File: config.mk
export PLATFORM = sky130hd
export DESIGN_NAME = ffa_alu
export DESIGN_NICKNAME = d
export VERILOG_FILES = /design/src/rtl/ffa_pkg.sv /design/src/rtl/ffa_alu.sv
export SDC_FILE = /design/constraint.sdc
export NUM_CORES = 1
export LEC_CHECK = 0
export ABC_AREA = 1
export BUFFER_PORTS_ARGS = -buffer_cell sky130_fd_sc_hd__buf_2
export CORE_MARGIN = 2
export CORE_UTILIZATION = 30
export DETAILED_ROUTE_END_ITERATION = 16
export PLACE_DENSITY = 0.58
export SLEW_MARGIN = 10
export SYNTH_ARGS = -nofsm -noshare
export SYNTH_HDL_FRONTEND = slang
export SYNTH_SLANG_ARGS = --single-unit
File: constraint.sdc
create_clock -name vclk -period 4
set_input_delay 0.2 -clock vclk [all_inputs]
set_output_delay 0.2 -clock vclk [all_outputs]
set_load 0.005 [all_outputs]
File: src/rtl/ffa_pkg.sv
`timescale 1ns / 1ps
// ---------------------------------------------------------------------------
// First-fit allocator package
// Shared types, constants and codes of the first-fit heap allocator.
// ---------------------------------------------------------------------------
package ffa_pkg;

	localparam int ARENA_BYTES  = 65536;
	localparam int HEADER_BYTES = 17;
	localparam int SPLIT_SLACK  = 10;

	// Arena offset width and the width of the shared adder, which must hold
	// a 16-bit request plus an offset plus a header without wrapping.
	localparam int AW = $clog2(ARENA_BYTES);
	localparam int SW = ((AW > 16) ? AW : 16) + 2;

	typedef logic [AW-1:0] addr_t;
	typedef logic [SW-1:0] sum_t;

	// Request mode codes.
	localparam logic MODE_ALLOC = 1'b0;
	localparam logic MODE_FREE  = 1'b1;

	// Block header used marks.
	localparam logic TYPE_FREE = 1'b0;
	localparam logic TYPE_USED = 1'b1;

	// Response status codes.
	localparam logic [1:0] STAT_OK       = 2'd0;
	localparam logic [1:0] STAT_NO_SPACE = 2'd1;
	localparam logic [1:0] STAT_BAD_FREE = 2'd2;

	localparam sum_t HDR_W   = SW'(HEADER_BYTES);
	localparam sum_t SLACK_W = SW'(SPLIT_SLACK);
	localparam sum_t ARENA_W = SW'(ARENA_BYTES);
	// Adding ~req plus this bias gives size - req - HEADER_BYTES modulo 2^SW.
	localparam sum_t REM_BIAS = SW'(1 - HEADER_BYTES);

	typedef struct packed {
		logic        mode;
		logic [15:0] request_bytes;
		logic [15:0] free_address;
	} req_t;

	typedef struct packed {
		logic [1:0]  status;
		logic [15:0] granted_address;
	} rsp_t;

	typedef struct packed {
		logic  used;
		addr_t size;
	} hdr_t;

	localparam hdr_t HDR_RESET = '{used: TYPE_FREE, size: AW'(ARENA_BYTES - HEADER_BYTES)};

	typedef struct packed {
		logic  we;
		addr_t waddr;
		hdr_t  wdata;
		logic  re;
		addr_t raddr;
	} ram_ctl_t;

	typedef enum logic [1:0] {
		CMP_L_R   = 2'd0,
		CMP_SUM_R = 2'd1,
		CMP_L_SUM = 2'd2
	} cmp_sel_t;

	typedef struct packed {
		sum_t     a;
		sum_t     b;
		sum_t     c;
		sum_t     l;
		sum_t     r;
		cmp_sel_t sel;
	} alu_op_t;

	typedef struct packed {
		sum_t sum;
		logic ge;
		logic eq;
	} alu_res_t;

endpackage

File: src/rtl/ffa_alu.sv
`timescale 1ns / 1ps
// ---------------------------------------------------------------------------
// Shared arithmetic unit
// Three-input adder with one magnitude and equality compare.
// ---------------------------------------------------------------------------
module ffa_alu (
	input  ffa_pkg::alu_op_t  op,
	output ffa_pkg::alu_res_t res
);
	import ffa_pkg::*;

	sum_t sum;
	sum_t lhs;
	sum_t rhs;

	assign sum = op.a + op.b + op.c;

	always_comb begin
		lhs = op.l;
		rhs = op.r;
		unique case (op.sel)
			CMP_L_R: begin
				lhs = op.l;
				rhs = op.r;
			end
			CMP_SUM_R: begin
				lhs = sum;
				rhs = op.r;
			end
			CMP_L_SUM: begin
				lhs = op.l;
				rhs = sum;
			end
			default: begin
				lhs = op.l;
				rhs = op.r;
			end
		endcase
	end

	assign res.sum = sum;
	assign res.ge  = (lhs >= rhs);
	assign res.eq  = (lhs == rhs);

endmodule

==> impl.org, run 1 <==
** Run status
- The run finished with clean final reports.

** Routing
- The routed design has 6.72 mm of wire.
- After the first detailed-routing iteration, the DRC count stood at just over 60.
- Routed Antenna Nets :: 0
- The routed layout has about 2800 vias.
- In the routed design, unresolved DRC markers number 0.
- Average detailed-routed wire length per instance :: about 11 um
- Post-DR vias/cell :: 4.57
- DR pass1 iterations :: 4

** Floorplanning
- After floorplanning, the core was sized to cover 0.00769 sq mm.
- Total die area :: 0.00864 sq mm
- Y dimension of the die :: about 93 um
- In this run the core area contains 32 standard-cell rows.
- During I/O placement, the number of pins put on the boundary was 112.
- X dimension of the die :: 92.9 um
- For this configuration, the core starts out at a cell density of 30.9%.

** Synth
- Number of warning messages in the yosys log :: 0
- Cell types occupying the most area after synthesis :: sky130_fd_sc_hd__nand2_1 (25%), sky130_fd_sc_hd__ha_1 (18%), sky130_fd_sc_hd__fa_1 (15%)
- Proportion of synthesized chip area in sequential cells :: 0%
- Number of instances in the synthesized netlist :: 395
- The netlist uses 26 different library cells.
- sky130_fd_sc_hd__nand2_1 takes more of the synthesized area than any other cell.
- Post-Synthesis Mean Instance Area :: 6.01 sq um
- Cell area after synthesis :: 0.00237 sq mm
- Area share of the largest cell type after synthesis :: roughly a quarter
- Counting every net in the synthesized netlist gives 539.

** Min path
- Along the worst hold path, the cell count comes to 3.
- The path class of the tightest hold or removal check is input pin to primary output.

** Finish
- In the final layout, the multi-input gates occupy 0.00213 sq mm.
- NumNets Final :: 649
- The post-route netlist has 27.8% of its cells at a drive strength greater than 1.
- Seq_cells :: 0
- The finished cells cover 0.00305 sq mm.
- In the layout the commonest cells are sky130_fd_sc_hd__nand2_1 (159), sky130_fd_sc_hd__buf_2 (112), sky130_fd_sc_hd__inv_1 (59), sky130_fd_sc_hd__ha_1 (34), sky130_fd_sc_hd__nand3_1 (33).
- CLK BUF :: 0
- Most common library cell in the layout ignoring fill and taps :: sky130_fd_sc_hd__nand2_1
- The sequential cells in the finished layout cover a total of 0 sq um.
- Antenna Cells :: 0
- Count of non-filler cells in the finished layout :: 605
- Filler cell count in the final layout :: 855
- From synthesis to final layout, the design area changed by 28.4%.
- End-of-flow core utilization :: 39.6%

** Timing
- The worst path uses between 80% and 90% of the clock period.
- For the pin with the worst max-slew slack, the measured transition is 0.801 ns.
- Setup repair after global routing left no endpoint under its margin.
- Post-layout min period :: about 3.6 ns
- Timing would allow up to 279 MHz.
- Count of endpoints failing hold in the final timing report :: 0
- Post-route setup TNS :: 0 ns
- Headroom to the max-slew limit came out at 46.5%.
- The max-slew violation count was 0.
- Setup violations remaining at the end of the flow were counted as 0.

** Place
- After detailed placement, the design holds a cell count of 605.
- DP HPWL :: 6.04 mm
- At the end of routability-driven placement, the weighted congestion stood at 0.845.
- Input and output buffers added on the ports amount to around 110.
- Total placed instance area :: 0.00304 sq mm

** Global routing
- The first global-routing pass estimated roughly 11 mm of wire.
- Overall fraction of global-route tracks in use :: 15.5%
- The number of global-route vias before repair is 2645.
- After global routing the overflow that remains totals 0.
- Pin count of the biggest net entering global routing :: 22
- The number of antenna violations at the first check in global routing is 0.

** Power and ir drop
- Pleak :: 1.92 nW
- Sequential power share :: 0%
- NetSw :: 0.000458 W
- Areal power density over the cells :: 252 mW/mm^2
- Per report_power, the combinational group accounts for 100.0% of the total.
- Of the total power, the clock network draws 0%.
- Cell internal power was estimated by the tool at between 0.0003 and 0.0004 W.
- Net switching is 59.7% of the power.
- Worst VDD drop :: between 80 and 90 uV

** Worst setup path
- The worst setup path is captured at a primary output.
- Category of the most critical setup path :: input pin to primary output
- In this run the worst path has a maximum fanout of 3.
- At the worst endpoint, the arrival time is 3.39 ns.
- Data on the critical path is required at its endpoint by 3.80 ns.
- STA classifies the critical path startpoint as an input pin.

** Clocking
- The number of setup buffers added after CTS is 0.

** Flow run
- Maximum Capacitance Violations :: 0
==> Yosys cell counts (all sizes together) <==
master / count
clkbuf: 2
and3: 1
xor2: 7
a21oi: 17
ha: 34
xnor2: 4
inv: 61
o21a: 1
buf: 2
fa: 18
nor3: 4
mux2i: 8
nand4: 3
or2: 9
nand2: 169
nor2: 13
o21ai: 8
nand3: 34
==> layer usage <==
layer  vias to the layer above  part of all wire [%]  track usage, %
met2                        84                    48            29.8
li1                       1457                     -               -
met4                         0                   1.1            1.84
met3                         8                   6.7            1.55
met1                      1215                    44            19.0
met5                         -                     0               0
==> through the flow <==
step	power, W	hold slack [ns]	worst slack [ns]
after floorplan	0.000518	0.584	0.904
after global placement	0.000764	0.845	0.467
after detailed placement	0.000774	0.849	0.364
after CTS	0.000778	0.851	0.340
after global routing	0.000895	0.856	0.0115
final	0.000768	0.834	0.410
==> cells by family after synthesis <==
kind of cell / count (synthesis) / synth area share (%)
AO/OA/AOI/OAI: 26 / 5.75
XOR/XNOR: 11 / 4.69
adder cells (fa/ha/maj): 52 / 33.1
buffers and inverters: 65 / 10.4
multiplexers: 8 / 3.38
AND/OR/NAND/NOR: 233 / 42.7
==> critical path: stages <==
cell,delay (ns)
sky130_fd_sc_hd__buf_2,0.08
sky130_fd_sc_hd__inv_1,0.04
sky130_fd_sc_hd__fa_1,0.53
sky130_fd_sc_hd__inv_1,0.04
sky130_fd_sc_hd__ha_1,0.23
sky130_fd_sc_hd__fa_1,0.41
sky130_fd_sc_hd__nand2_1,0.08
sky130_fd_sc_hd__nand2_1,0.09
sky130_fd_sc_hd__nand3_1,0.12
sky130_fd_sc_hd__nand2_2,0.11
sky130_fd_sc_hd__nand2_2,0.09
sky130_fd_sc_hd__nand3_1,0.09
sky130_fd_sc_hd__nand3_1,0.10
sky130_fd_sc_hd__nand2_1,0.06
sky130_fd_sc_hd__ha_1,0.29
sky130_fd_sc_hd__nand2_1,0.07
sky130_fd_sc_hd__nor2_1,0.14
sky130_fd_sc_hd__nand4_1,0.16
sky130_fd_sc_hd__nor2_2,0.15
sky130_fd_sc_hd__o21ai_0,0.11
sky130_fd_sc_hd__nand4_1,0.08
sky130_fd_sc_hd__buf_2,0.11
==> power groups by stage <==
stage,combinational [W],sequential (W),clock (W)
detailed placement,0.000774,0,0
global route,0.000895,0,0
finish,0.000768,0,0
floorplan,0.000518,0,0
CTS,0.000778,0,0
global placement,0.000764,0,0
==> final timing paths <==
| check | start | endpoint | slack (ns) |
|---|---|---|---|
| worst max-delay path | op[39] | res[1] | 0.41 |
| worst min-delay path | op[74] | res[2] | 0.83 |
==> layout make-up <==
class	instances	share of cell area (%)
timing repair buffer	112	18.4
inverter	61	7.52
multi-input combinational	330	69.9
tap	102	4.19
==> what timing repair did <==
item | in CTS | in global routing
gates resized for setup | 0 | 1
hold buffers | 0 | 0
endpoints found under the setup margin | 0 | 1
(Power assumes the default switching activity.)
==> run 2: changes to the inputs <==
--- a/config.mk
+++ b/config.mk
@@ -6,11 +6,11 @@
 export NUM_CORES = 1
 export LEC_CHECK = 0
 export ABC_AREA = 1
-export BUFFER_PORTS_ARGS = -buffer_cell sky130_fd_sc_hd__buf_2
 export CORE_MARGIN = 2
 export CORE_UTILIZATION = 30
 export DETAILED_ROUTE_END_ITERATION = 16
-export PLACE_DENSITY = 0.58
+export DONT_BUFFER_PORTS = 1
+export PLACE_DENSITY = 0.46
 export SLEW_MARGIN = 10
 export SYNTH_ARGS = -nofsm -noshare
 export SYNTH_HDL_FRONTEND = slang
==> impl.org, run 2 (synthesis gave the netlist of run 1 again) <==
** Run status
- The run finished with clean final reports.

** Power and ir drop
- Dividing total power by cell area gives a power density of 264 mW/mm^2.
- Summed over all cells, the static leakage comes to 1.48 nW.
- The worst-case IR drop observed on VDD is slightly below 70 uV.

** Worst setup path
- Along the worst path, the maximum fanout reaches 3.
- Worst path bufs/invs :: 2
- Arrival time at the worst endpoint :: 3.22 ns
- Slowest cell on the critical path :: sky130_fd_sc_hd__fa_1
- Cells along the critical path :: inv_1, fa_1, inv_1, ha_1, fa_1, nand2_1, nand2_1, nand3_1, nand2_2, nand2_2, nand3_1, nand3_1, nand2_1, ha_1, nand2_1, nor2_1, nand4_1, nor2_1, o21ai_0, nand4_1
- The setup path with the least slack is of type input pin to primary output.
- The worst setup path is launched from an input pin.
- Most Frequent Cell on Critical Path :: sky130_fd_sc_hd__nand2_1
- On the worst path, the slowest cell contributes a delay of 0.53 ns.
- The cell family contributing the most delay on the critical path is adder cells.
- Worst path required time :: 3.80 ns
- Nature of the critical path endpoint :: primary output

** Min path
- The path with the worst hold slack has its endpoint at res[2].
- Worst min-delay path class :: input pin to primary output
- Number of cells traversed by the worst hold path :: 1
- The worst hold path begins at op[74].

** Global routing
- Overall fraction of global-route tracks in use :: 14.5%
- Leftover overflow at the end of global routing :: 0
- Entering global routing, the biggest net connects 22 pins.
- First-pass GRT wire length :: about 10 mm
- Via count of the first global-routing pass :: 2295
- Initial antenna violation count :: 0

** Finish
- Layout cells sized above 1 :: approximately 7.1%
- Post-route design area :: 0.00249 sq mm
- NumNets Final :: 538
- Commonest non-fill, non-tap cells in the layout :: sky130_fd_sc_hd__nand2_1 (159), sky130_fd_sc_hd__inv_1 (59), sky130_fd_sc_hd__ha_1 (34), sky130_fd_sc_hd__nand3_1 (33), sky130_fd_sc_hd__fa_1 (18)
- End-of-flow core utilization :: 32.4%
- Antenna Cells :: 0
- Seq_cells :: 0
- From synthesis to final layout, the design area changed by 4.96%.
- The library cell used most frequently in the layout, excluding fill and tap cells, is sky130_fd_sc_hd__nand2_1.
- Summing all flip-flop and latch instances after layout gives 0 sq um.
- CLK BUF :: 0

** Timing
- The routed design could run at a clock period as short as 3.42 ns.
- At the pin with the least slew margin, the transition time is 0.572 ns.
- Maximum operating frequency :: 293 MHz
- Final number of setup-violating endpoints :: 0
- Setup repair after global routing left no endpoint under its margin.
- Slew margin rel. :: 61.9%
- In the finished design, the share of the clock period the worst path needs comes to 85.4%.
- The max-slew violation count was 0.
- Post-route setup TNS :: 0 ns
- Count of endpoints failing hold in the final timing report :: 0

** Routing
- Routed Antenna Nets :: 0
- Wire segments on met2 add up to 2.96 mm in the final route.
- Average detailed-routed wire length per instance :: 12.7 um
- DR pass1 iterations :: 4
- DR WL met3 :: ~480 um
- Post-DR vias/cell :: 4.74
- Total length of routed wires :: 6.29 mm
- Drt initial violations :: 65
- Total number of vias :: 2342
- The detailed router put a total of 2.85 mm of wire on met1.
- In the routed design, unresolved DRC markers number 0.
- In this run the top signal layer used is met3.

** Floorplanning
- The die is 92.9 um tall.
- X dimension of the die :: 92.9 um
- Area of the core :: 0.00769 sq mm
- Initial core utilization :: between 30% and 40%
- In this run the core area contains 32 standard-cell rows.
- The die covers approximately 0.0086 sq mm.
- 112 I/O pins were placed.

** Clocking
- # hold bufs at CTS :: 0
- Setup fix buffers added after clock tree synthesis :: 0
- Cells resized by post-CTS repair :: 0

** Flow run
- Across the run, the number of max-cap violations was 0.

** Place
- Routability-driven placement finished with a final weighted congestion of 0.792.
- After detailed placement, the total cell area comes to 0.00249 sq mm.
- Port Buf Inserts :: 0
- The wire-length estimate of the detail-placed layout is 5.66 mm.
-- run 2: changes by cell type in the layout (fill, tap and decap cells not counted), sizes merged --
| cell | change |
|---|---|
| buf | -111 |
-- run 2: report_power, final --
group	switching, W	internal (W)	total, W
Clock	0	0	0
Sequential	0	0	0
Combinational	0.000425	0.000231	0.000657
Total	0.000425	0.000231	0.000657
-- run 2: final cells by class --
type / instances / area (sq um)
fill: 884 / 5200
multi-input combinational: 330 / 2130
inverter: 61 / 229
tap: 102 / 128
timing repair buffer: 1 / 7.51
-- run 2: layer usage --
metal / track usage, % / vias to the layer above
met4: 0 / 0
met5: 0 / -
li1: - / 1237
met2: 27.1 / 64
met3: 2.60 / 0
met1: 18.4 / 1041
-- run 2: worst max path at each step --
stage / start / end / slack (ns) / cells past startpoint
finish: op[39] / res[1] / 0.58 / 20
global placement: op[39] / res[1] / 0.62 / 20
CTS: op[39] / res[1] / 0.56 / 20
detailed placement: op[39] / res[1] / 0.57 / 20
floorplan: op[39] / res[1] / 0.90 / 20
global route: op[39] / res[1] / 0.15 / 20
-- run 2: through the flow --
step                      total power, W  hold slack, ns  instances  worst slack, ns
after global routing            0.000772           0.639        494            0.151
after detailed placement        0.000668           0.626        494            0.572
after global placement          0.000663           0.625        494            0.624
after floorplan                 0.000518           0.584        395            0.904
after CTS                       0.000672           0.626        494            0.557
final                           0.000657           0.625        494            0.584
